`config.mk`:
```
export PLATFORM = sky130hd
export DESIGN_NAME = ctqsf_dp
export DESIGN_NICKNAME = d
export VERILOG_FILES = /design/src/design/ctqsf_pkg.sv /design/src/design/ctqsf_dp.sv
export VERILOG_INCLUDE_DIRS = /design/src /design/src/design
export SDC_FILE = /design/constraint.sdc
export NUM_CORES = 1
export LEC_CHECK = 0
export BUFFER_PORTS_ARGS = -buffer_cell sky130_fd_sc_hd__buf_2
export CORE_MARGIN = 2
export CORE_UTILIZATION = 25
export CTS_BUF_LIST = sky130_fd_sc_hd__clkbuf_16
export DETAILED_ROUTE_END_ITERATION = 8
export PLACE_DENSITY = 0.49
export REMOVE_ABC_BUFFERS = 1
export SLEW_MARGIN = 10
export SYNTH_ARGS = -nofsm -noshare
export SYNTH_HDL_FRONTEND = slang
export SYNTH_SLANG_ARGS = --single-unit
```
`constraint.sdc`:
```
create_clock -name clk -period 2.5 [get_ports clk]
set_input_delay 0.125 -clock clk [delete_from_list [all_inputs] [get_ports clk]]
set_output_delay 0.125 -clock clk [all_outputs]
set_load 0.005 [all_outputs]
```
`src/design/assert_macros.svh`:
```
// Assertion macros shared by the transmit queue framer modules.
`ifndef ASSERT_MACROS_SVH
`define ASSERT_MACROS_SVH

// Clocked property check, switched off while reset is asserted.
`define CTQSF_ASSERT(lbl, clk, rst_n, prop, msg) \
	lbl: assert property (@(posedge clk) disable iff (!rst_n) (prop)) \
		else $error(msg);

// Check that a condition never holds.
`define CTQSF_NEVER(lbl, clk, rst_n, expr, msg) \
	`CTQSF_ASSERT(lbl, clk, rst_n, !(expr), msg)

`endif

```
`src/design/ctqsf_pkg.sv`:
```
// Types, codes, byte constants and microcode program of the transmit queue framer.
package ctqsf_pkg;

	localparam int CAP_W     = 5;
	localparam int ID_W      = 29;
	localparam int LEN_W     = 4;
	localparam int PL_W      = 64;
	localparam int NBUF      = 3;
	localparam int APB_AW    = 4;
	localparam int APB_DW    = 32;
	localparam int S_TDATA_W = 104;
	localparam int S_TUSER_W = 5;
	localparam int M_TUSER_W = 3;

	localparam logic [CAP_W-1:0] CAP_RESET = 5'd16;
	localparam logic [LEN_W-1:0] MAX_DATA_BYTES = 4'd8;

	// Register indexes on the configuration port.
	localparam logic [1:0] REG_Q0_CAP = 2'd0;
	localparam logic [1:0] REG_Q1_CAP = 2'd1;
	localparam logic [1:0] REG_Q2_CAP = 2'd2;

	// SPI command bytes.
	localparam logic [7:0] SPI_LOAD_TX   = 8'h40;
	localparam logic [7:0] SPI_RTS       = 8'h80;
	localparam logic [7:0] SPI_BIT_MOD   = 8'h05;
	localparam logic [7:0] SPI_INT_FLAG  = 8'h2C;
	localparam logic [7:0] SPI_EXIDE     = 8'h08;
	localparam logic [7:0] SPI_TXIF0     = 8'h04;
	localparam logic [7:0] DLC_RTR       = 8'h40;

	typedef logic [1:0] bufsel_t;

	typedef struct packed {
		logic [PL_W-1:0]  payload;
		logic             extended;
		logic             remote;
		logic [LEN_W-1:0] length;
		logic [ID_W-1:0]  identifier;
	} qentry_t;

	typedef logic [3:0] pc_t;

	localparam pc_t PC_SEND  = 4'd0;
	localparam pc_t PC_QUEUE = 4'd1;
	localparam pc_t PC_EMPTY = 4'd2;
	localparam pc_t PC_BMASK = 4'd4;
	localparam pc_t PC_BDATA = 4'd5;
	localparam pc_t PC_FRAME = 4'd6;
	localparam pc_t PC_DLC   = 4'd11;
	localparam pc_t PC_DATA  = 4'd12;
	localparam pc_t PC_RTS   = 4'd13;

	typedef enum logic [3:0] {
		SRC_ZERO, SRC_LOAD, SRC_SIDH, SRC_SIDL, SRC_EID8, SRC_EID0, SRC_DLC,
		SRC_DATA, SRC_RTS, SRC_BM_CMD, SRC_BM_ADDR, SRC_BM_MASK
	} src_t;

	typedef enum logic [2:0] {
		COND_FREE, COND_ROOM, COND_NONEMPTY, COND_NODATA, COND_LAST_DATA
	} cond_t;

	typedef enum logic [1:0] {REL_NO, REL_YES, REL_IF_COND} rel_t;
	typedef enum logic [1:0] {LAST_NO, LAST_YES, LAST_IF_NOT} last_t;
	typedef enum logic [1:0] {JMP_NEXT, JMP_IF, JMP_IF_NOT} jmp_t;

	typedef enum logic [2:0] {
		ACT_NONE, ACT_CLAIM, ACT_ENQ, ACT_POP, ACT_CLR_K, ACT_INC_K
	} act_t;

	typedef struct packed {
		logic  emit;
		logic  valid;
		src_t  src;
		rel_t  rel;
		last_t last;
		logic  acc_cond;
		cond_t cond;
		jmp_t  jmp;
		pc_t   target;
		act_t  act;
	} ucode_t;

	// Status seen by the sequencer's condition select.
	typedef struct packed {
		logic free;
		logic room;
		logic nonempty;
		logic nodata;
		logic last_data;
	} status_t;

	// What the sequencer tells the datapath for the current step.
	typedef struct packed {
		logic   fire;
		ucode_t word;
		logic   cond;
		logic   fin;
	} step_t;

	localparam ucode_t UC_NOP = '{
		emit: 1'b0, valid: 1'b0, src: SRC_ZERO, rel: REL_NO, last: LAST_NO,
		acc_cond: 1'b0, cond: COND_FREE, jmp: JMP_NEXT, target: PC_SEND, act: ACT_NONE
	};

	function automatic ucode_t ucode_rom(input pc_t pc);
		ucode_t w;
		w = UC_NOP;
		unique case (pc)
			PC_SEND: begin
				w.cond = COND_FREE; w.jmp = JMP_IF; w.target = PC_FRAME; w.act = ACT_CLAIM;
			end
			PC_QUEUE: begin
				w.emit = 1'b1; w.last = LAST_YES; w.acc_cond = 1'b1;
				w.cond = COND_ROOM; w.act = ACT_ENQ;
			end
			PC_EMPTY: begin
				w.emit = 1'b1; w.valid = 1'b1; w.src = SRC_BM_CMD;
			end
			4'd3: begin
				w.emit = 1'b1; w.valid = 1'b1; w.src = SRC_BM_ADDR;
			end
			PC_BMASK: begin
				w.emit = 1'b1; w.valid = 1'b1; w.src = SRC_BM_MASK;
			end
			PC_BDATA: begin
				w.emit = 1'b1; w.valid = 1'b1; w.src = SRC_ZERO; w.rel = REL_YES;
				w.last = LAST_IF_NOT; w.cond = COND_NONEMPTY; w.jmp = JMP_IF;
				w.target = PC_FRAME; w.act = ACT_POP;
			end
			PC_FRAME: begin
				w.emit = 1'b1; w.valid = 1'b1; w.src = SRC_LOAD;
			end
			4'd7: begin
				w.emit = 1'b1; w.valid = 1'b1; w.src = SRC_SIDH;
			end
			4'd8: begin
				w.emit = 1'b1; w.valid = 1'b1; w.src = SRC_SIDL;
			end
			4'd9: begin
				w.emit = 1'b1; w.valid = 1'b1; w.src = SRC_EID8;
			end
			4'd10: begin
				w.emit = 1'b1; w.valid = 1'b1; w.src = SRC_EID0;
			end
			PC_DLC: begin
				w.emit = 1'b1; w.valid = 1'b1; w.src = SRC_DLC; w.rel = REL_IF_COND;
				w.cond = COND_NODATA; w.jmp = JMP_IF; w.target = PC_RTS; w.act = ACT_CLR_K;
			end
			PC_DATA: begin
				w.emit = 1'b1; w.valid = 1'b1; w.src = SRC_DATA; w.rel = REL_IF_COND;
				w.cond = COND_LAST_DATA; w.jmp = JMP_IF_NOT; w.target = PC_DATA;
				w.act = ACT_INC_K;
			end
			PC_RTS: begin
				w.emit = 1'b1; w.valid = 1'b1; w.src = SRC_RTS; w.rel = REL_YES;
				w.last = LAST_YES;
			end
			default: begin
				w.last = LAST_YES;
			end
		endcase
		return w;
	endfunction

endpackage

```
`src/design/ctqsf_dp.sv`:
```
// Datapath: frame registers, buffer and queue state, SPI byte formatting and output register.
`include "assert_macros.svh"

module ctqsf_dp #(
	parameter int QUEUE_DEPTH = 16
) (
	input  logic                                  clk,
	input  logic                                  arst_n,
	input  logic                                  start,
	input  logic                                  command,
	input  ctqsf_pkg::bufsel_t                    buffer_index,
	input  ctqsf_pkg::qentry_t                    frame_in,
	input  logic [ctqsf_pkg::CAP_W-1:0]           capacity [ctqsf_pkg::NBUF],
	input  ctqsf_pkg::step_t                      step,
	output ctqsf_pkg::status_t                    status,
	output logic                                  out_free,
	output logic                                  m_tvalid,
	input  logic                                  m_tready,
	output logic [7:0]                            m_tdata,
	output logic [ctqsf_pkg::M_TUSER_W-1:0]       m_tuser,
	output logic                                  m_tlast,
	output logic                                  mem_we,
	output logic [$clog2(3*QUEUE_DEPTH)-1:0]      mem_waddr,
	output ctqsf_pkg::qentry_t                    mem_wdata,
	output logic [$clog2(3*QUEUE_DEPTH)-1:0]      mem_raddr,
	input  ctqsf_pkg::qentry_t                    mem_rdata
);
	import ctqsf_pkg::*;

	localparam int IDX_W = (QUEUE_DEPTH > 1) ? $clog2(QUEUE_DEPTH) : 1;
	localparam int CNT_W = $clog2(QUEUE_DEPTH + 1);
	localparam int CMP_W = (CNT_W > CAP_W) ? CNT_W : CAP_W;
	localparam int SUM_W = IDX_W + 1;
	localparam int AW    = $clog2(3 * QUEUE_DEPTH);

	bufsel_t          b_q;
	logic             acc_q;
	qentry_t          frame_q;
	logic [2:0]       k_q;
	logic             free_q  [NBUF];
	logic [IDX_W-1:0] head_q  [NBUF];
	logic [CNT_W-1:0] count_q [NBUF];
	logic             tvalid_q;
	logic [7:0]       tdata_q;
	logic [M_TUSER_W-1:0] tuser_q;
	logic             tlast_q;

	logic [IDX_W-1:0] hd;
	logic [IDX_W-1:0] hd_next;
	logic [CNT_W-1:0] cnt;
	logic [CMP_W-1:0] cap_sel;
	logic [CMP_W-1:0] cap_eff;
	logic [SUM_W-1:0] tail_sum;
	logic [IDX_W-1:0] tail;
	logic [AW-1:0]    base;
	logic [LEN_W-1:0] nbytes;
	logic [LEN_W-1:0] ndata;
	logic [7:0]       byte_out;
	logic             rel;
	logic             acc;

	always_comb begin
		hd      = head_q[b_q];
		cnt     = count_q[b_q];
		cap_sel = CMP_W'(capacity[b_q]);
		cap_eff = (cap_sel > CMP_W'(QUEUE_DEPTH)) ? CMP_W'(QUEUE_DEPTH) : cap_sel;
		hd_next = (hd == IDX_W'(QUEUE_DEPTH - 1)) ? '0 : hd + IDX_W'(1);

		// Head plus count stays below twice the depth, so one subtract wraps it.
		tail_sum = SUM_W'(hd) + SUM_W'(cnt);
		tail = (tail_sum >= SUM_W'(QUEUE_DEPTH)) ? IDX_W'(tail_sum - SUM_W'(QUEUE_DEPTH))
			: IDX_W'(tail_sum);
		unique case (b_q)
			2'd0:    base = '0;
			2'd1:    base = AW'(QUEUE_DEPTH);
			default: base = AW'(2 * QUEUE_DEPTH);
		endcase

		nbytes = (frame_q.length > MAX_DATA_BYTES) ? MAX_DATA_BYTES : frame_q.length;
		ndata  = frame_q.remote ? '0 : nbytes;

		status.free      = free_q[b_q];
		status.room      = CMP_W'(cnt) < cap_eff;
		status.nonempty  = (cnt != '0);
		status.nodata    = (ndata == '0);
		status.last_data = ({1'b0, k_q} + 4'd1) == ndata;
	end

	always_comb begin
		byte_out = 8'h00;
		case (step.word.src)
			SRC_LOAD: byte_out = SPI_LOAD_TX | {5'd0, b_q, 1'b0};
			SRC_SIDH: byte_out = frame_q.extended ? frame_q.identifier[28:21]
				: frame_q.identifier[10:3];
			SRC_SIDL: byte_out = frame_q.extended
				? ({frame_q.identifier[20:18], 5'd0} | SPI_EXIDE
					| {6'd0, frame_q.identifier[17:16]})
				: {frame_q.identifier[2:0], 5'd0};
			SRC_EID8: byte_out = frame_q.extended ? frame_q.identifier[15:8] : 8'h00;
			SRC_EID0: byte_out = frame_q.extended ? frame_q.identifier[7:0] : 8'h00;
			SRC_DLC:  byte_out = {4'd0, nbytes} | (frame_q.remote ? DLC_RTR : 8'h00);
			SRC_DATA: byte_out = frame_q.payload[{k_q, 3'b000} +: 8];
			SRC_RTS:  byte_out = SPI_RTS | {5'd0, b_q == 2'd2, b_q == 2'd1, b_q == 2'd0};
			SRC_BM_CMD:  byte_out = SPI_BIT_MOD;
			SRC_BM_ADDR: byte_out = SPI_INT_FLAG;
			SRC_BM_MASK: byte_out = SPI_TXIF0 << b_q;
			default:  byte_out = 8'h00;
		endcase
		case (step.word.rel)
			REL_YES:     rel = 1'b1;
			REL_IF_COND: rel = step.cond;
			default:     rel = 1'b0;
		endcase
		acc = step.word.acc_cond ? step.cond : acc_q;
	end

	assign out_free  = !tvalid_q || m_tready;
	assign mem_we    = step.fire && (step.word.act == ACT_ENQ) && step.cond;
	assign mem_waddr = base + AW'(tail);
	assign mem_wdata = frame_q;
	// The head entry is read every cycle; it is settled well before the pop step.
	assign mem_raddr = base + AW'(hd);

	always_ff @(posedge clk or negedge arst_n) begin
		if (!arst_n) begin
			for (int i = 0; i < NBUF; i++) begin
				free_q[i]  <= 1'b1;
				head_q[i]  <= '0;
				count_q[i] <= '0;
			end
			tvalid_q <= 1'b0;
		end else begin
			if (step.fire) begin
				unique case (step.word.act)
					ACT_CLAIM: begin
						if (step.cond) begin
							free_q[b_q] <= 1'b0;
						end
					end
					ACT_ENQ: begin
						if (step.cond) begin
							count_q[b_q] <= cnt + CNT_W'(1);
						end
					end
					ACT_POP: begin
						if (step.cond) begin
							head_q[b_q]  <= hd_next;
							count_q[b_q] <= cnt - CNT_W'(1);
						end else begin
							free_q[b_q] <= 1'b1;
						end
					end
					default: begin
					end
				endcase
			end
			if (step.fire && step.word.emit) begin
				tvalid_q <= 1'b1;
			end else if (m_tready) begin
				tvalid_q <= 1'b0;
			end
		end
	end

	always_ff @(posedge clk) begin
		if (start) begin
			b_q     <= (buffer_index == 2'd3) ? 2'd0 : buffer_index;
			acc_q   <= !command;
			frame_q <= frame_in;
		end else if (step.fire && (step.word.act == ACT_POP) && step.cond) begin
			frame_q <= mem_rdata;
		end
		if (step.fire && (step.word.act == ACT_CLR_K)) begin
			k_q <= '0;
		end else if (step.fire && (step.word.act == ACT_INC_K)) begin
			k_q <= k_q + 3'd1;
		end
		if (step.fire && step.word.emit) begin
			tdata_q <= step.word.valid ? byte_out : 8'h00;
			tuser_q <= {acc, rel, step.word.valid};
			tlast_q <= step.fin;
		end
	end

	assign m_tvalid = tvalid_q;
	assign m_tdata  = tdata_q;
	assign m_tuser  = tuser_q;
	assign m_tlast  = tlast_q;

	`CTQSF_ASSERT(a_count_bounded, clk, arst_n,
		(count_q[0] <= CNT_W'(QUEUE_DEPTH)) && (count_q[1] <= CNT_W'(QUEUE_DEPTH))
		&& (count_q[2] <= CNT_W'(QUEUE_DEPTH)),
		"queue count above queue depth")
	`CTQSF_ASSERT(a_free_means_empty, clk, arst_n,
		(!free_q[0] || (count_q[0] == '0)) && (!free_q[1] || (count_q[1] == '0))
		&& (!free_q[2] || (count_q[2] == '0)),
		"free transmit buffer with frames still queued")

endmodule

```
After elaboration in Yosys (flattened, before gate mapping)
Index checks and enable logic that the tools add are counted.
W data, S select, Z words.

operators by class
  bitwise logic cells = 6
  eq/ne operators = 27
  multiplexer cells = 45
  magnitude comparators = 6
  shift operators = 2
  reductions and logical operators = 21
  $add $sub $neg = 9

operators with widths
  kind                  count
  $mux W99              2
  $pmux W8 S11          1
  $shiftx A64 B7 Y8     1
  $mux W8               4
  $bwmux W15            2
  $mux W15              2
  $mux W5               6
  $pmux W15 S2          1
  $mux W4               7
  $bmux W5 S2           2
  $eq A4 B4 Y1 const B  5
  $eq A4 B3 Y1 const B  4
  $add A6 B4 Y6         2
  $bwmux W12            1
  $pmux W6 S2           1
  $demux W5 S2          1
  $bmux W4 S2           1
  $demux W4 S2          1
  $eq A4 B2 Y1 const B  2
  $logic_and A1 B1 Y1   8
  $ne A2 B2 Y1 const B  4
  $or A8 B2 Y8          1
  $reduce_and A4 Y1     2
  $reduce_bool A2 Y1    4
  other kinds (39)      51

storage, ports and cells
  logic and storage cells = 137
  register bits after elaboration = 148
  output and inout bits = 131
  input bits = 246

Logic depth before layout (Yosys ltp)
  word-level depth = 9
  mapped depth = 12
  depth with buffers taken out = 10

Worst setup path before layout
No wires, ideal clock.

  path type = input to register
  start = in start
  end = reg frame_q, in the netlist mem_wdata[0] (enable)
  stages on the path = 3
  data arrival time = 3.173 ns
  slack = -1.148 ns
  buffers on the path = 2
  data required time = 2.025 ns
  setup time = 0.475 ns
  cells stage by stage = clkbuf_1 > clkbuf_1 > nand2b_1

between the ends
  word-level cells in the longest chain between the ends = 1

ends and longest elaborated chain
  item                                 line             RTL
  start, declared                      ctqsf_dp.sv:9    input logic start,
  $reduce_bool A2 Y1 (no source line)  -
  end signal, assigned                 ctqsf_dp.sv:169  frame_q <= frame_in;
  end signal, assigned                 ctqsf_dp.sv:171  frame_q <= mem_rdata;
  end, declared                        ctqsf_dp.sv:38   qentry_t frame_q;

No other way between the ends.
A chain may end at the register's enable or synchronous reset.

Worst setup path after layout
  start = reg b_q[1]
  end = out mem_waddr[1]

between the ends
  word-level cells in the longest chain between the ends = 8
  elaborated cells between the ends (all ways) = 12
  those cells by class = 3 x add/sub; 1 x order compare; 7 x mux; 1 x bitwise

ends and longest elaborated chain
  item                                                                   line                            RTL
  start, declared                                                        ctqsf_dp.sv:36                  bufsel_t b_q;
  start signal, assigned                                                 ctqsf_dp.sv:167                 b_q <= (buffer_index == 2'd3) ? 2'd0 : buffer_index;
  $not A2 Y3 (not written as such) (*)                                   ctqsf_dp.sv:63, ctqsf_dp.sv:64
  $bmux W4 S2 or $bmux W5 S2 (tied branches)                             ctqsf_dp.sv:63, ctqsf_dp.sv:64
  $mux W4 (not written as such) or $mux W5 (tied branches) (2 in a row)  ctqsf_dp.sv:63, ctqsf_dp.sv:64
  $add A4 B5 Y5 (*)                                                      ctqsf_dp.sv:70                  tail_sum = SUM_W'(hd) + SUM_W'(cnt);
  $sub A4 B1 Y4 or $ge A5 B5 Y1 (tied branches)                          ctqsf_dp.sv:71                  tail = (tail_sum >= SUM_W'(QUEUE_DEPTH)) ? IDX_W'(tail_sum - SUM_W'(QUEUE_DEPTH))
  $mux W4 (*)                                                            ctqsf_dp.sv:71
  $add A6 B4 Y6 (*)                                                      ctqsf_dp.sv:119                 assign mem_waddr = base + AW'(tail);
  end, declared                                                          ctqsf_dp.sv:23                  output logic [$clog2(3*QUEUE_DEPTH)-1:0] mem_waddr,

Every way passes the cells marked *; elsewhere a longest branch is shown, timed or not. The select of a mux whose other input is x is not followed.

==> flow_summary.json <==
{
  "die-area_um2": 34000,
  "final.period_utilization_pct": 104,
  "cp.arrival_ns": 2.47,
  "first_iter_violations": 313,
  "regArea_um2": 4270,
  "start_util_pct": 25.2,
  "ant_nets": 0,
  "ys_async_sr_fraction_pct": 20.9,
  "cp-end-kind": "output port",
  "worst_pin_slew_ns": 0.812,
  "nNetsFinal": 1456,
  "synth_top_area_share_pct": 42.1,
  "grt_pass1_wl_um": 43600,
  "via_per_inst": 4.43,
  "path_delay_family": "adder cells",
  "ff2ff_path_depth": 9,
  "crit_buf_inv": 5,
  "status": "complete, but fails checks",
  "worstSetupStartpointType": "flip-flop",
  "multi_input_area_um2": 3720,
  "syn_area_um2": 8140,
  "cp_num_cells": 9,
  "synthMuxAreaShare_pct": 23.8,
  "switching_power_mw": 2.27,
  "power_density_nw_per_um2": 594,
  "hold_class": "in -> reg",
  "synth_compound_area_share_pct": 8.32,
  "numCtsBuffers": 17,
  "ir_drop_v": 0.000459,
  "finClkSkew_ns": 0.0134,
  "core_area_um2": 32300,
  "yosys.area_share.simple_pct": 8.72,
  "layout_min_cycle_time_ns": 2.59,
  "synth_cell_types": 63,
  "synth.most_common_cell": "mux2_2",
  "clock_sinks": 148,
  "antenna_found_initial": 0,
  "die_h_um": 184,
  "diodes": 0,
  "p_leak_nw": 5.71,
  "seq_power_share_pct": 40.0,
  "critical_path.cell_chain": "buf_12 > buf_4 > mux2i_2 > o2bb2ai_2 > ha_2 > inv_1 > fa_2 > inv_1 > buf_2",
  "intPower_mw": 5.57,
  "total_power_mw": 7.84,
  "overflow": 0,
  "fmax_ghz": 0.386,
  "comb_power_share_pct": 24.9,
  "utilization_pct": 40.9,
  "post-route-drc-count": 0,
  "synth_common_cells": "mux2_2 (122), edfxtp_1 (114), nand2_1 (49)",
  "final_max_slew_viol_count": 0,
  "synthFlopType": "edfxtp_1",
  "dp_slack_ns": 0.0976,
  "areaGrowthSynthToFinish_pct": 62.2,
  "ios": 377,
  "whs_path_depth": 2,
  "grt_usage_pct": 17.3,
  "instances_no_fill": 1648,
  "grt_max_degree": 69,
  "dp.cells": 1428,
  "violations": "negative setup slack",
  "fin_ws_ns": -0.0902,
  "row_count": 66,
  "cp_common_cell": "inv_1",
  "vias": 7300,
  "cts_tree": "built",
  "drv_cap": 0,
  "path_max_fanout": 6,
  "clkSlewWorstSetupHoldPaths_ns": 0.07,
  "final_area_um2": 13200,
  "synthAdderAreaFrac_pct": 2.71,
  "clockBufferDepth": 2,
  "gp_congestion": 0.774,
  "crit_path_top_delay_cell": "fa_2",
  "dpl-instance-area_um2": 10600,
  "swShare_pct": 29.0,
  "root_buffer": "clkbuf_16",
  "die_width_um": 184,
  "synth_cells": 633,
  "synth.area.top_cells": "edfxtp_1 (42%), mux2_2 (17%), dfrtp_1 (8.6%)",
  "finalWirelength_um": 29200,
  "synth_edf_count": 114,
  "fill_cells": 3116,
  "synth_area_leader_cell": "edfxtp_1",
  "yosysWarnings": 0,
  "dp_hpwl_um": 21300,
  "rsz0062_at_grt": "yes",
  "crit_type": "reg -> out",
  "ys_seq_area_share_pct": 52.4,
  "crit_path_max_incr_delay_ns": 0.51,
  "slew_headroom_pct": 45.8,
  "clk_latency_ns": 0.44,
  "synth_xor_area_share_pct": 0.969,
  "crit_required_ns": 2.38,
  "postSynthAreaPerCell_um2": 12.9,
  "setup_viol": 4,
  "h-tree-depth": 4,
  "drt-wirelength-per-cell_um": 17.7,
  "io_buffers": 365,
  "synth_top_family_by_area": "multiplexers",
  "drtPass1Iterations": 5,
  "finalHoldViolCount": 0,
  "drive_gt1_share_pct": 50.0,
  "clkPwrFrac_pct": 35.1,
  "first_global_vias": 7635,
  "ys_seq_elements": 148
}
-- registers in the layout, indices dropped and copies added (netlist names), named ones only --
signal / flops
m_tdata: 8
m_tvalid: 1
k_q: 3
m_tuser: 3
count_q: 15
mem_wdata: 99
b_q: 2
m_tlast: 1
acc_q: 1
head_q: 12
-- worst register-to-register path, cell delays in order (launching register included) --
cell	delay (ns)
edfxtp_1	0.41
buf_4	0.33
nor2_1	0.11
a21oi_2	0.14
inv_2	0.10
buf_4	0.14
buf_4	0.14
or4_4	0.53
a211oi_1	0.25
a211o_1	0.14
-- routing by layer --
metal	up-vias	part of all wire, %	global-route usage (%)
li1	3540	-	-
met4	0	2.3	6.05
met3	36	5.5	4.05
met1	3477	40	20.1
met2	247	52	30.9
met5	-	0	0
-- per-stage QoR --
step                TNS, ns  hold WS (ns)
global placement          0         0.225
global route         -0.939       0.00271
CTS                  -0.387    0.00000513
detailed placement        0         0.229
finish               -0.305        0.0163
floorplan            -74.80        -0.171
-- power groups by stage --
stage          sequential, mW  combinational, mW  clock [mW]
2_1_floorplan            3.21              0.727           0
3_3_place_gp             3.17               1.62           0
3_5_place_dp             3.18               1.63           0
4_1_cts                  3.13               1.94        2.84
5_1_grt                  3.17               2.15        2.92
6_report                 3.13               1.95        2.75
-- cells by family after synthesis --
| logic type | after synthesis |
|---|---|
| flops | 148 |
| compound gates | 102 |
| xor+xnor | 9 |
| fa+ha+maj | 17 |
| buf+inv | 59 |
| mux | 161 |
| simple gates | 137 |
-- final cells by class --
| type | count | share of cell area [%] |
|---|---|---|
| flip-flops and latches | 148 | 32.3 |
| multi-input cells | 426 | 28.2 |
| repair buffers | 582 | 30.1 |
| clock inverters | 15 | 1.41 |
| inverters | 18 | 0.569 |
| well taps | 442 | 4.19 |
| clock buffers | 17 | 3.22 |
-- cell usage in the layout, fill, tap and decap left out, drive strengths merged, types with 7 or more instances in the layout --
cell type	n
a21oi	17
clkbuf	17
a31oi	7
nor2b	8
dlygate4sd3	177
nor2	22
inv	26
buf	405
nand2	49
nand3	13
ha	16
mux2	122
a211o	7
o21ai	33
edfxtp	114
nor4	7
dfrtp	28
mux2i	25
mux4	14
-- path summary, 6_finish.rpt --
check	startpoint	to	slack, ns
worst max-delay path	b_q[1]	mem_waddr[1]	-0.09
worst min-delay path	frame_in[91]	mem_wdata[91]	0.02
worst max register to register	b_q[0]	count_q[8]	0.15
worst min register to register	count_q[4]	count_q[4]	0.48
max in group asynchronous	arst_n	count_q[9]	1.75
min in group asynchronous	arst_n	head_q[5]	0.28
-- repair_timing --
action,in CTS,in global routing
endpoints found under the setup margin,5,9
pin swaps,6,9
hold buffers,175,2
hold endpoints to repair,124,2
setup buffers,8,3
resized for setup,12,10
Power figures use the tool's default switching activity.
