`src/design/assert_macros.svh`:
```
// Assertion macros shared by the transmit queue framer modules.
`ifndef ASSERT_MACROS_SVH
`define ASSERT_MACROS_SVH

// Clocked property check, switched off while reset is asserted.
`define CTQSF_ASSERT(lbl, clk, rst_n, prop, msg) \
	lbl: assert property (@(posedge clk) disable iff (!rst_n) (prop)) \
		else $error(msg);

// Check that a condition never holds.
`define CTQSF_NEVER(lbl, clk, rst_n, expr, msg) \
	`CTQSF_ASSERT(lbl, clk, rst_n, !(expr), msg)

`endif

```
`src/design/ctqsf_pkg.sv`:
```
// Types, codes, byte constants and microcode program of the transmit queue framer.
package ctqsf_pkg;

	localparam int CAP_W     = 5;
	localparam int ID_W      = 29;
	localparam int LEN_W     = 4;
	localparam int PL_W      = 64;
	localparam int NBUF      = 3;
	localparam int APB_AW    = 4;
	localparam int APB_DW    = 32;
	localparam int S_TDATA_W = 104;
	localparam int S_TUSER_W = 5;
	localparam int M_TUSER_W = 3;

	localparam logic [CAP_W-1:0] CAP_RESET = 5'd16;
	localparam logic [LEN_W-1:0] MAX_DATA_BYTES = 4'd8;

	// Register indexes on the configuration port.
	localparam logic [1:0] REG_Q0_CAP = 2'd0;
	localparam logic [1:0] REG_Q1_CAP = 2'd1;
	localparam logic [1:0] REG_Q2_CAP = 2'd2;

	// SPI command bytes.
	localparam logic [7:0] SPI_LOAD_TX   = 8'h40;
	localparam logic [7:0] SPI_RTS       = 8'h80;
	localparam logic [7:0] SPI_BIT_MOD   = 8'h05;
	localparam logic [7:0] SPI_INT_FLAG  = 8'h2C;
	localparam logic [7:0] SPI_EXIDE     = 8'h08;
	localparam logic [7:0] SPI_TXIF0     = 8'h04;
	localparam logic [7:0] DLC_RTR       = 8'h40;

	typedef logic [1:0] bufsel_t;

	typedef struct packed {
		logic [PL_W-1:0]  payload;
		logic             extended;
		logic             remote;
		logic [LEN_W-1:0] length;
		logic [ID_W-1:0]  identifier;
	} qentry_t;

	typedef logic [3:0] pc_t;

	localparam pc_t PC_SEND  = 4'd0;
	localparam pc_t PC_QUEUE = 4'd1;
	localparam pc_t PC_EMPTY = 4'd2;
	localparam pc_t PC_BMASK = 4'd4;
	localparam pc_t PC_BDATA = 4'd5;
	localparam pc_t PC_FRAME = 4'd6;
	localparam pc_t PC_DLC   = 4'd11;
	localparam pc_t PC_DATA  = 4'd12;
	localparam pc_t PC_RTS   = 4'd13;

	typedef enum logic [3:0] {
		SRC_ZERO, SRC_LOAD, SRC_SIDH, SRC_SIDL, SRC_EID8, SRC_EID0, SRC_DLC,
		SRC_DATA, SRC_RTS, SRC_BM_CMD, SRC_BM_ADDR, SRC_BM_MASK
	} src_t;

	typedef enum logic [2:0] {
		COND_FREE, COND_ROOM, COND_NONEMPTY, COND_NODATA, COND_LAST_DATA
	} cond_t;

	typedef enum logic [1:0] {REL_NO, REL_YES, REL_IF_COND} rel_t;
	typedef enum logic [1:0] {LAST_NO, LAST_YES, LAST_IF_NOT} last_t;
	typedef enum logic [1:0] {JMP_NEXT, JMP_IF, JMP_IF_NOT} jmp_t;

	typedef enum logic [2:0] {
		ACT_NONE, ACT_CLAIM, ACT_ENQ, ACT_POP, ACT_CLR_K, ACT_INC_K
	} act_t;

	typedef struct packed {
		logic  emit;
		logic  valid;
		src_t  src;
		rel_t  rel;
		last_t last;
		logic  acc_cond;
		cond_t cond;
		jmp_t  jmp;
		pc_t   target;
		act_t  act;
	} ucode_t;

	// Status seen by the sequencer's condition select.
	typedef struct packed {
		logic free;
		logic room;
		logic nonempty;
		logic nodata;
		logic last_data;
	} status_t;

	// What the sequencer tells the datapath for the current step.
	typedef struct packed {
		logic   fire;
		ucode_t word;
		logic   cond;
		logic   fin;
	} step_t;

	localparam ucode_t UC_NOP = '{
		emit: 1'b0, valid: 1'b0, src: SRC_ZERO, rel: REL_NO, last: LAST_NO,
		acc_cond: 1'b0, cond: COND_FREE, jmp: JMP_NEXT, target: PC_SEND, act: ACT_NONE
	};

	function automatic ucode_t ucode_rom(input pc_t pc);
		ucode_t w;
		w = UC_NOP;
		unique case (pc)
			PC_SEND: begin
				w.cond = COND_FREE; w.jmp = JMP_IF; w.target = PC_FRAME; w.act = ACT_CLAIM;
			end
			PC_QUEUE: begin
				w.emit = 1'b1; w.last = LAST_YES; w.acc_cond = 1'b1;
				w.cond = COND_ROOM; w.act = ACT_ENQ;
			end
			PC_EMPTY: begin
				w.emit = 1'b1; w.valid = 1'b1; w.src = SRC_BM_CMD;
			end
			4'd3: begin
				w.emit = 1'b1; w.valid = 1'b1; w.src = SRC_BM_ADDR;
			end
			PC_BMASK: begin
				w.emit = 1'b1; w.valid = 1'b1; w.src = SRC_BM_MASK;
			end
			PC_BDATA: begin
				w.emit = 1'b1; w.valid = 1'b1; w.src = SRC_ZERO; w.rel = REL_YES;
				w.last = LAST_IF_NOT; w.cond = COND_NONEMPTY; w.jmp = JMP_IF;
				w.target = PC_FRAME; w.act = ACT_POP;
			end
			PC_FRAME: begin
				w.emit = 1'b1; w.valid = 1'b1; w.src = SRC_LOAD;
			end
			4'd7: begin
				w.emit = 1'b1; w.valid = 1'b1; w.src = SRC_SIDH;
			end
			4'd8: begin
				w.emit = 1'b1; w.valid = 1'b1; w.src = SRC_SIDL;
			end
			4'd9: begin
				w.emit = 1'b1; w.valid = 1'b1; w.src = SRC_EID8;
			end
			4'd10: begin
				w.emit = 1'b1; w.valid = 1'b1; w.src = SRC_EID0;
			end
			PC_DLC: begin
				w.emit = 1'b1; w.valid = 1'b1; w.src = SRC_DLC; w.rel = REL_IF_COND;
				w.cond = COND_NODATA; w.jmp = JMP_IF; w.target = PC_RTS; w.act = ACT_CLR_K;
			end
			PC_DATA: begin
				w.emit = 1'b1; w.valid = 1'b1; w.src = SRC_DATA; w.rel = REL_IF_COND;
				w.cond = COND_LAST_DATA; w.jmp = JMP_IF_NOT; w.target = PC_DATA;
				w.act = ACT_INC_K;
			end
			PC_RTS: begin
				w.emit = 1'b1; w.valid = 1'b1; w.src = SRC_RTS; w.rel = REL_YES;
				w.last = LAST_YES;
			end
			default: begin
				w.last = LAST_YES;
			end
		endcase
		return w;
	endfunction

endpackage

```
`src/design/ctqsf_seq.sv`:
```
// Microcode sequencer: step counter, program ROM, condition select and branching.
`include "assert_macros.svh"

module ctqsf_seq (
	input  logic               clk,
	input  logic               arst_n,
	input  logic               start,
	input  logic               command,
	input  ctqsf_pkg::status_t status,
	input  logic               out_free,
	output logic               busy,
	output ctqsf_pkg::step_t   step
);
	import ctqsf_pkg::*;

	logic   busy_q;
	pc_t    pc_q;
	ucode_t word;
	logic   cond;
	logic   fire;
	logic   fin;
	logic   taken;

	always_comb begin
		word = ucode_rom(pc_q);
		unique case (word.cond)
			COND_FREE:      cond = status.free;
			COND_ROOM:      cond = status.room;
			COND_NONEMPTY:  cond = status.nonempty;
			COND_NODATA:    cond = status.nodata;
			COND_LAST_DATA: cond = status.last_data;
			default:        cond = 1'b0;
		endcase
		unique case (word.last)
			LAST_YES:    fin = 1'b1;
			LAST_IF_NOT: fin = !cond;
			default:     fin = 1'b0;
		endcase
		unique case (word.jmp)
			JMP_IF:     taken = cond;
			JMP_IF_NOT: taken = !cond;
			default:    taken = 1'b0;
		endcase
		// A step that emits waits until the output register can take the item.
		fire = busy_q && (!word.emit || out_free);
	end

	always_ff @(posedge clk or negedge arst_n) begin
		if (!arst_n) begin
			busy_q <= 1'b0;
			pc_q   <= PC_SEND;
		end else if (start) begin
			busy_q <= 1'b1;
			pc_q   <= command ? PC_EMPTY : PC_SEND;
		end else if (fire) begin
			if (fin) begin
				busy_q <= 1'b0;
			end else begin
				pc_q <= taken ? word.target : pc_q + 4'd1;
			end
		end
	end

	assign busy = busy_q;
	assign step = '{fire: fire, word: word, cond: cond, fin: fin};

	`CTQSF_ASSERT(a_pc_in_program, clk, arst_n, !busy_q || (pc_q <= PC_RTS),
		"step counter left the program")
	`CTQSF_ASSERT(a_finish_goes_idle, clk, arst_n, (fire && fin) |=> !busy_q,
		"sequencer stayed busy after the final item")

endmodule

```
`config.mk`:
```
export PLATFORM = sky130hd
export DESIGN_NAME = ctqsf_seq
export DESIGN_NICKNAME = d
export VERILOG_FILES = /design/src/design/ctqsf_pkg.sv /design/src/design/ctqsf_seq.sv
export VERILOG_INCLUDE_DIRS = /design/src /design/src/design
export SDC_FILE = /design/constraint.sdc
export NUM_CORES = 1
export LEC_CHECK = 0
export BUFFER_PORTS_ARGS = -buffer_cell sky130_fd_sc_hd__buf_2
export CORE_MARGIN = 2
export CORE_UTILIZATION = 40
export DETAILED_ROUTE_END_ITERATION = 10
export GPL_TIMING_DRIVEN = 0
export PLACE_DENSITY = 0.78
export SYNTH_ARGS = -nofsm -noshare
export SYNTH_HDL_FRONTEND = slang
export SYNTH_SLANG_ARGS = --single-unit
```
`constraint.sdc`:
```
create_clock -name clk -period 1.9 [get_ports clk]
set_input_delay 0.38 -clock clk [delete_from_list [all_inputs] [get_ports clk]]
set_output_delay 0.38 -clock clk [all_outputs]
set_load 0.03 [all_outputs]
```
==> flow_summary.toml, run 1 <==
[synth]
synthFlopType = "dfrtp_1"
ys_ff_latch = 5
synth_top_area_frac = 0.155
synth-async-reset-ratio = 1.00
synthCells = 117
synth_top_area_cell = "dfrtp_1"
syn_nets = 131
ys_warn_count = 0
synth_cell_types = 38
avgSynthCellArea_sq_um = 6.92
seq_area_frac_synth = 0.155
ys_top_cells_by_count = "14 x inv_1, 14 x nor2_1, 11 x nand2_1, 9 x a21oi_1, 8 x o21ai_0"
synth_area_leaders = "dfrtp_1 15%, inv_1 6.5%, nor2_1 6.5%"
synth-edff-count = 0
syn_area_sq_um = 810

[place]
placedCellCount = 180
placed_cell_area_sq_um = 1130
dp_hpwl_um = 1760
routabilityCongestion = 0.866
io_buffers = 36

[sta]
endpoint_type = "output port"
grt_repair_worst_endpoint = "step[0]"

[clock_tree]
cts_buffers = 3
clock_sinks = 5
clockBufferDepth = 2
root_buffer = "clkbuf_4"
htree_levels = 1

[die]
dieWidth_um = 49.0
num_rows = 16
start_util = 0.417
floorplan.die.height_um = 49.0
io_pins = 37

[global_route]
grt_max_degree = 11
grtUsageTotal = 0.655
grt-ovfl-total = 5

[run_status]
haltStage = "global routing"
outcome = "stopped before the end"
error = "[ERROR GRT-0232] Routing congestion too high. Check the congestion heatmap in the GUI."
-- metal layers --
metal,global-route usage,overflow
met3,0.322,0
met5,0,0
met4,0.719,3
met2,0.868,2
met1,0.712,0
-- through the flow --
stage | setup slack [ns] | TNS (ns)
floorplan | -0.151 | -0.711
global placement | -0.297 | -2.57
detailed placement | -0.363 | -3.07
CTS | -0.434 | -5.62
-- repair_timing --
action,CTS
endpoints found under the hold margin,5
gates resized for setup,95
buffers inserted,20
setup endpoints to repair,30
pin swaps,17
hold buffers,1
cloned,0
-- cell families after synthesis --
| kind of cell | count (synthesis) | share of synthesized area |
|---|---|---|
| AND/OR/NAND/NOR | 50 | 0.337 |
| AO/OA/AOI/OAI | 31 | 0.246 |
| buffers and inverters | 24 | 0.148 |
| flip-flops | 5 | 0.155 |
| adder cells (fa/ha/maj) | 4 | 0.0618 |
| multiplexers | 3 | 0.0525 |
==> run 2, diff against run 1 <==
CORE_AREA = 2 2 63 65   (was not set)
CORE_MARGIN = not set   (was 2)
CORE_UTILIZATION = not set   (was 40)
DIE_AREA = 0 0 65 67   (was not set)
PLACE_DENSITY = not set   (was 0.78)
PLACE_DENSITY_LB_ADDON = 0.15   (was not set)
clock period = 2.47 ns   (was 1.9 ns; I/O delays follow)
==> run 2 against run 1 <==
Area after synthesis is the same; synthesized cell count is the same; the flow now finishes without violations.
==> flow_summary.toml, run 2 <==
[die]
floorplan.die.height_um = 67
io_pins = 37
start_util = 0.224
die_area_sq_um = 4360
num_rows = 22
dieWidth_um = 65
core_sq_um = 3610

[setup_path]
path_buf_inv = 3
critical_path_required_ns = 1.98
slowest_delay_ns = 0.50
timing.rr.end = "pc_q[2]"
slowest_stage = "or4_4"
startpoint = "pc_q[0]"
path_depth = 7
r2r-start = "pc_q[0]"
ff2ff_setup_slack_ns = 0.12
critPathCaptureType = "output pin"
cp_common_cell = "buf_4"
worstSetupStartpointType = "register"
crit_fanout = 5
crit_path_end = "step[0]"
arrival_ns = 1.97
reg2regPathDepth = 9
crit_family = "simple AND/OR/NAND/NOR gates"
crit_type = "register to output pin"
crit_chain = "buf_4, ha_4, or4_4, a21oi_4, or2_2, buf_4, buf_6"

[clock_tree]
cts_tree = "done"
clock_sinks = 5
clockBufferDepth = 2
root_buffer = "clkbuf_8"
htree_levels = 1
cts_buffers = 3
path_clk_slew_ns = 0.03
clk_latency_ns = 0.22

[global_route]
grt_pass1_vias = 908
antenna_found_initial = 0
grt_pass1_wl_um = 4270
grt-ovfl-total = 0
grt_max_degree = 11
grtUsageTotal = 0.124

[place]
routabilityCongestion = 0.811
io_buffers = 36
dp_hpwl_um = 2020
pre_cts_ws_ns = -0.0107

[drt]
totalWireLength_um = 2700
wl_per_cell_um = 12.5
drtIter0Drc = 22
ant_nets = 0
vias = 994
firstDrtPassIters = 4
viasPerCell = 4.58
route.detailed.drc = 0

[power_and_ir_drop]
ir_drop_mv = 0.532
power_density_nw_per_um2 = 1670
leakage_nw = 0.678

[synth]
synth_top_area_cell = "dfrtp_1"
synth_cell_types = 38
avgSynthCellArea_sq_um = 6.92
synth_top_area_frac = 0.155
synthFlopType = "dfrtp_1"
syn_area_sq_um = 810
synth-edff-count = 0
synth-async-reset-ratio = 1.00
synthCells = 117
ys_ff_latch = 5
ys_top_cells_by_count = "14 x inv_1, 14 x nor2_1, 11 x nand2_1, 9 x a21oi_1, 8 x o21ai_0"
ys_warn_count = 0
syn_nets = 131
seq_area_frac_synth = 0.155
synth_area_leaders = "dfrtp_1 15%, inv_1 6.5%, nor2_1 6.5%"

[finish]
final_cell_mix = "36 x buf_2, 15 x buf_4, 13 x inv_1, 13 x nor2_1, 10 x nand2_1"
layout_commonest_cell = "buf_2"
largest_register_ffs = 4
syn2layout_area_growth_pct = 60.1
diodes = 0
drive_above_1_share = 0.515
regMostFlops = "pc_q"
final_nets = 184

[sta]
maxSlewViolCount = 0
min_period_ns = 2.46
fmax_mhz = 406
hold-worst-slack_ns = 0.0830
setup_viol = 0
setup_tns_ns = 0
hold_viol = 0
rsz0062_at_grt = "true"
finClkSkew_ns = 0.00212
finalCritPeriodShare = 0.997
setup_slack_ns = 0.00767
slew_headroom = 0.627
worst_pin_slew_ns = 0.555

[run_status]
outcome = "finished, final reports clean"

[flow_run]
drv_cap = 0

[worst_hold_path]
hold_class = "input pin to async pin"
==> run 2: cell counts after synthesis <==
No cell type changed its count.
==> run 2: worst min-delay path by stage <==
| stage | startpoint | to | slack [ns] | depth (start not counted) |
|---|---|---|---|---|
| final | arst_n | pc_q[2] | 0.08 | 1 |
| after CTS | arst_n | pc_q[2] | 0.08 | 1 |
| after floorplan | arst_n | busy | 0.20 | 0 |
| after global routing | arst_n | pc_q[2] | 0.08 | 1 |
| after global placement | arst_n | busy | 0.31 | 1 |
| after detailed placement | arst_n | pc_q[2] | 0.31 | 1 |
==> run 2: area by class of cell <==
type / instances / area, sq um
sequential: 5 / 126
tap: 48 / 60.1
timing repair buffer: 48 / 283
buffer: 10 / 72.6
inverter: 14 / 52.6
fill: 406 / 2310
clock buffer: 4 / 45.0
multi-input combinational: 88 / 657
==> run 2: where the power goes <==
| group | switching [W] | leakage (nW) | total (W) | internal, W |
|---|---|---|---|---|
| sequential | 0.0000437 | 0.0609 | 0.000159 | 0.000115 |
| combinational | 0.00111 | 0.594 | 0.00185 | 0.000743 |
| clock | 0.0000383 | 0.0228 | 0.000149 | 0.000111 |
==> run 2: logic make-up (layout without fill, tap and decap cells) <==
logic type,count (synthesis),after routing,synth area share
compound gates,31,31,0.246
fa+ha+maj,4,4,0.0618
buf+inv,24,76,0.148
flops,5,5,0.155
mux,3,3,0.0525
simple gates,50,50,0.337
==> run 2: timing repair <==
| action | 4_1_cts | 5_1_grt |
|---|---|---|
| setup buffers | 11 | 1 |
| hold buffers | 0 | 0 |
| resized for setup | 18 | 10 |
| pin swaps | 2 | 2 |
| setup endpoints to repair | 3 | 10 |
==> run 2: metrics by stage <==
stage / util / cell area [sq um] / cells / power, W
after floorplan: - / 810 / 117 / 0.00133
after global placement: 0.291 / 1050 / 201 / 0.00169
after detailed placement: 0.291 / 1050 / 201 / 0.00170
after CTS: 0.346 / 1250 / 216 / 0.00210
after global routing: 0.359 / 1300 / 217 / 0.00233
final: 0.359 / 1300 / 217 / 0.00216
==> run 2: routing by layer <==
metal  global-route usage  part of all wire  up-vias
met4              0.00798                 0        0
met3               0.0152             0.021        0
li1                     -                 -      513
met1                0.157              0.46      466
met2                0.233              0.52       15
met5                    0                 0        -
Note: power is estimated with default switching activity, not from simulation.
==> run 3, diff against run 2 <==
--- a/config.mk
+++ b/config.mk
@@ -9,3 +9,6 @@
 export BUFFER_PORTS_ARGS = -buffer_cell sky130_fd_sc_hd__buf_2
+export CELL_PAD_IN_SITES_DETAIL_PLACEMENT = 0
+export CELL_PAD_IN_SITES_GLOBAL_PLACEMENT = 1
 export CORE_AREA = 2 2 63 65
+export CTS_CLUSTER_DIAMETER = 30
 export DETAILED_ROUTE_END_ITERATION = 10
==> constraint.sdc (replaced) <==
create_clock -name clk -period 2.47 [get_ports clk]
set_input_delay 0.1235 -clock clk [delete_from_list [all_inputs] [get_ports clk]]
set_output_delay 0.1235 -clock clk [all_outputs]
set_load 0.03 [all_outputs]
==> run 3 against run 2 <==
Design area fell by 11%; flip-flop and latch count is the same; core utilization shrank 4.0 points; wire length fell by 4.6%; total power fell by 11%; clock skew about the same; first-iteration DRC count increased by 50%; sequential share of layout area rose by 1.3 points; worst setup slack improved by 0.16 ns; clock power about the same; cell count down 4.6%; non-clock buffer count fell by 10; largest cell class unchanged; largest power group unchanged.
==> flow_summary.toml, run 3 (synthesis results as in run 2) <==
[sta]
fmax_mhz = 434
finClkSkew_ns = 0.00253
hold-worst-slack_ns = 0.115
maxSlewViolCount = 0
slew_headroom = 0.696
hold_viol = 0
setup_viol = 0
min_period_ns = 2.31
rsz0062_at_grt = "false"
finalCritPeriodShare = 0.934
setup_tns_ns = 0
worst_pin_slew_ns = 0.456

[finish]
final_cell_mix = "39 x buf_2, 14 x inv_1, 14 x nor2_1"
diodes = 0
drive_above_1_share = 0.421
layout_commonest_cell = "buf_2"
stdcell_area_sq_um = 1150
final_nets = 174
final_cells = 207
syn2layout_area_growth_pct = 42.3
utilization = 0.320
regMostFlops = "pc_q"
largest_register_ffs = 4

[run_status]
outcome = "finished, final reports clean"

[power_and_ir_drop]
pwr-share-clk = 0.078
switching_power_w = 0.00112
power_density_nw_per_um2 = 1660
power.internal_w = 0.000800
leakage_nw = 0.611
switching_share = 0.582
power_frac_seq = 0.084
pwr-share-comb = 0.839
ir_drop_mv = 0.454

[setup_path]
crit_type = "register to output pin"
arrival_ns = 2.18
crit_fanout = 9
cp_common_cell = "buf_2"
slowest_stage = "or3_2"
critPathCaptureType = "output pin"
worstSetupStartpointType = "register"
slowest_delay_ns = 0.52
critical_path_required_ns = 2.35
crit_chain = "inv_1, ha_1, buf_2, or3_2, a21oi_4, or2_2, buf_4, buf_2"

[clock_tree]
clock_sinks = 5
path_clk_slew_ns = 0.04
cts_buffers = 3
cts_tree = "done"
root_buffer = "clkbuf_8"
clk_latency_ns = 0.22
clockBufferDepth = 2
htree_levels = 1

[place]
io_buffers = 36
dp_hpwl_um = 2090
placed_cell_area_sq_um = 1050
placedCellCount = 201
routabilityCongestion = 0.722

[die]
core_sq_um = 3610
dieWidth_um = 65
io_pins = 37
die_area_sq_um = 4360
start_util = 0.224
floorplan.die.height_um = 67
num_rows = 22

[global_route]
grt_pass1_wl_um = 4000
grt_max_degree = 11
grt_pass1_vias = 873
grtUsageTotal = 0.120
antenna_found_initial = 0
grt-ovfl-total = 0

[flow_run]
drv_cap = 0

[drt]
firstDrtPassIters = 4
route.detailed.drc = 0
wl_per_cell_um = 12.5
ant_nets = 0
vias = 953
viasPerCell = 4.60
totalWireLength_um = 2580
drtIter0Drc = 33

[worst_hold_path]
hold_class = "input pin to register"
## run 3: path summary, 6_finish.rpt
check                             start  depth (start not counted)       to  slack (ns)
worst min register to register     busy                          1     busy        0.52
worst max-delay path            pc_q[1]                          8  step[0]        0.16
min in group asynchronous        arst_n                          2  pc_q[1]        0.25
max in group asynchronous        arst_n                          2  pc_q[0]        2.08
worst max register to register  pc_q[0]                          8  pc_q[2]        0.17
worst min-delay path            command                          3  pc_q[1]        0.12
## run 3: worst max-delay path: cells and delay by family, from the launching register on
family,cells,cell delay (ns)
fa+ha+maj,1,0.17
simple gates,2,0.67
compound gates,1,0.22
flops,1,0.39
buf+inv,4,0.51
## run 3: metrics by stage
stage / setup slack [ns] / total power (W)
6_report: 0.164 / 0.00192
5_1_grt: 0.00957 / 0.00209
4_1_cts: 0.0777 / 0.00186
3_5_place_dp: 0.0984 / 0.00170
3_3_place_gp: 0.0801 / 0.00170
2_1_floorplan: 0.141 / 0.00133
## run 3: power groups by stage
stage               sequential, W  clock, W  combinational [W]
floorplan                0.000155         0            0.00117
global placement         0.000154         0            0.00155
detailed placement       0.000156         0            0.00155
CTS                      0.000156  0.000155            0.00155
global route             0.000167  0.000163            0.00176
finish                   0.000160  0.000149            0.00161
## run 3: timing repair
action | CTS | global route
gates resized for setup | 0 | 10
setup endpoints to repair | 0 | 5
hold endpoints to repair | 5 | 0
setup buffers | 0 | 1
hold buffers | 1 | 0
## run 3: routing by layer
layer,GRT usage,up-vias,share of wire
li1,-,493,-
met1,0.148,443,0.47
met2,0.214,15,0.50
met3,0.0220,2,0.029
met4,0.0319,0,0.0054
met5,0,-,0
## run 3: layout make-up
| type | instances | area (sq um) |
|---|---|---|
| Buffer | 10 | 67.6 |
| Clock buffer | 4 | 45.0 |
| Fill cell | 426 | 2450 |
| Inverter | 14 | 52.6 |
| Multi-Input combinational cell | 88 | 602 |
| Sequential cell | 5 | 128 |
| Tap cell | 48 | 60.1 |
| Timing Repair Buffer | 38 | 198 |
==> run 4, diff against run 3 <==
CORE_AREA = 4 4 65 67   (was 2 2 63 65)
DIE_AREA = 0 0 69 71   (was 0 0 65 67)
==> run 4 against run 3 <==
Largest power group unchanged; sequential power down 4%; flip-flop and latch count unchanged; non-clock buffer count down 1; via count down 1.7%; critical path type is now register to register; worst setup slack worse by 0.031 ns; design area down 3.6%; critical endpoint is now pc_q[2]; first-iteration DRC count up 12%.
==> flow_summary.toml, run 4 (synthesis results as in run 2) <==
[run_status]
outcome = "finished, final reports clean"

[setup_path]
ff2ff_setup_slack_ns = 0.13
r2r-start = "pc_q[0]"
crit_fanout = 10
crit_type = "register to register"
reg2regPathDepth = 8
arrival_ns = 2.45
critical_path_required_ns = 2.58
worstSetupStartpointType = "register"
timing.rr.end = "pc_q[2]"
critPathCaptureType = "register"

[finish]
syn2layout_area_growth_pct = 37.2
final_cell_mix = "39 x buf_2, 14 x inv_1, 14 x nor2_1"
largest_register_ffs = 4
final_nets = 173
utilization = 0.306
fill_cells = 421
drive_above_1_share = 0.380
layout_commonest_cell = "buf_2"
diodes = 0
final_cells = 206
regMostFlops = "pc_q"

[sta]
hold_viol = 0
setup_slack_ns = 0.132
maxSlewViolCount = 0
finalCritPeriodShare = 0.946
fmax_mhz = 428
finClkSkew_ns = 0.000377
rsz0062_at_grt = "false"
setup_tns_ns = 0
worst_pin_slew_ns = 0.554
setup_viol = 0
slew_headroom = 0.628
min_period_ns = 2.34

[clock_tree]
clockBufferDepth = 2
htree_levels = 1
clock_sinks = 5
root_buffer = "clkbuf_8"
cts_tree = "done"
cts_buffers = 3
clk_latency_ns = 0.21
cts_setup_buffers = 0
path_clk_slew_ns = 0.03

[drt]
viasPerCell = 4.55
route.detailed.drc = 0
ant_nets = 0
wl_per_cell_um = 12.6
drtIter0Drc = 37
totalWireLength_um = 2600
vias = 937
firstDrtPassIters = 4

[global_route]
antenna_found_initial = 0
grt_max_degree = 11
grt_pass1_wl_um = 4290
grtUsageTotal = 0.104
grt_pass1_vias = 905
grt-ovfl-total = 0

[die]
die_area_sq_um = 4900
io_pins = 37
floorplan.die.height_um = 71
num_rows = 22
start_util = 0.223
core_sq_um = 3630
dieWidth_um = 69

[power_and_ir_drop]
power_density_nw_per_um2 = 1660
ir_drop_mv = 0.315
leakage_nw = 0.606

[worst_hold_path]
min_to = "pc_q[1]"
hold_class = "input pin to register"
holdPathStages = 3
min-delay-start = "command"

[place]
pre_cts_ws_ns = 0.0889
dp_hpwl_um = 2120
io_buffers = 36
placedCellCount = 201
routabilityCongestion = 0.704

[flow_run]
drv_cap = 0
run 4: timing repair:
item                       in CTS  in global routing
gates resized for setup         0                  2
hold endpoints to repair        5                  0
setup endpoints to repair       0                  4
hold buffers                    1                  0
run 4: worst max-delay path, stage by stage, from the launching register on:
cell,delay (ns)
dfrtp_1,0.42
inv_1,0.13
ha_1,0.20
buf_6,0.15
nand2_1,0.06
mux4_2,0.54
and3_4,0.22
o2111a_1,0.25
nor4_2,0.27
run 4: layer usage:
| metal | global-route usage | wire length [um] |
|---|---|---|
| met1 | 0.132 | 1180 |
| met2 | 0.181 | 1290 |
| met3 | 0.0199 | 127 |
| met4 | 0.0260 | 0 |
| met5 | 0 | 0 |
run 4: final cells by class:
type | instances | area (sq um) | area share
Inverter | 14 | 52.6 | 0.0473
Buffer | 10 | 67.6 | 0.0608
Tap cell | 48 | 60.1 | 0.0541
Multi-Input combinational cell | 88 | 571 | 0.514
Timing Repair Buffer | 37 | 190 | 0.171
Clock buffer | 4 | 45.0 | 0.0405
Sequential cell | 5 | 125 | 0.113
run 4: worst max path at each step:
stage,from,end,slack (ns),cells past startpoint
6_report,pc_q[0],pc_q[2],0.13,8
5_1_grt,pc_q[1],pc_q[3],0.02,8
4_1_cts,pc_q[0],pc_q[1],0.07,7
3_5_place_dp,pc_q[0],pc_q[3],0.09,7
3_3_place_gp,pc_q[0],pc_q[1],0.08,7
2_1_floorplan,pc_q[0],pc_q[2],0.14,8
run 4: per-stage QoR:
step	power, W	area [sq um]	hold WS, ns
4_1_cts	0.00186	1100	0.117
3_3_place_gp	0.00171	1050	-0.0545
5_1_grt	0.00201	1110	0.155
2_1_floorplan	0.00133	810	-0.172
6_report	0.00184	1110	0.120
3_5_place_dp	0.00170	1050	-0.0572
run 4: power by group:
group / switching, W / internal (W) / total [W]
sequential: 0.0000388 / 0.000114 / 0.000153
clock: 0.0000350 / 0.000110 / 0.000145
combinational: 0.00101 / 0.000536 / 0.00154
total: 0.00108 / 0.000761 / 0.00184
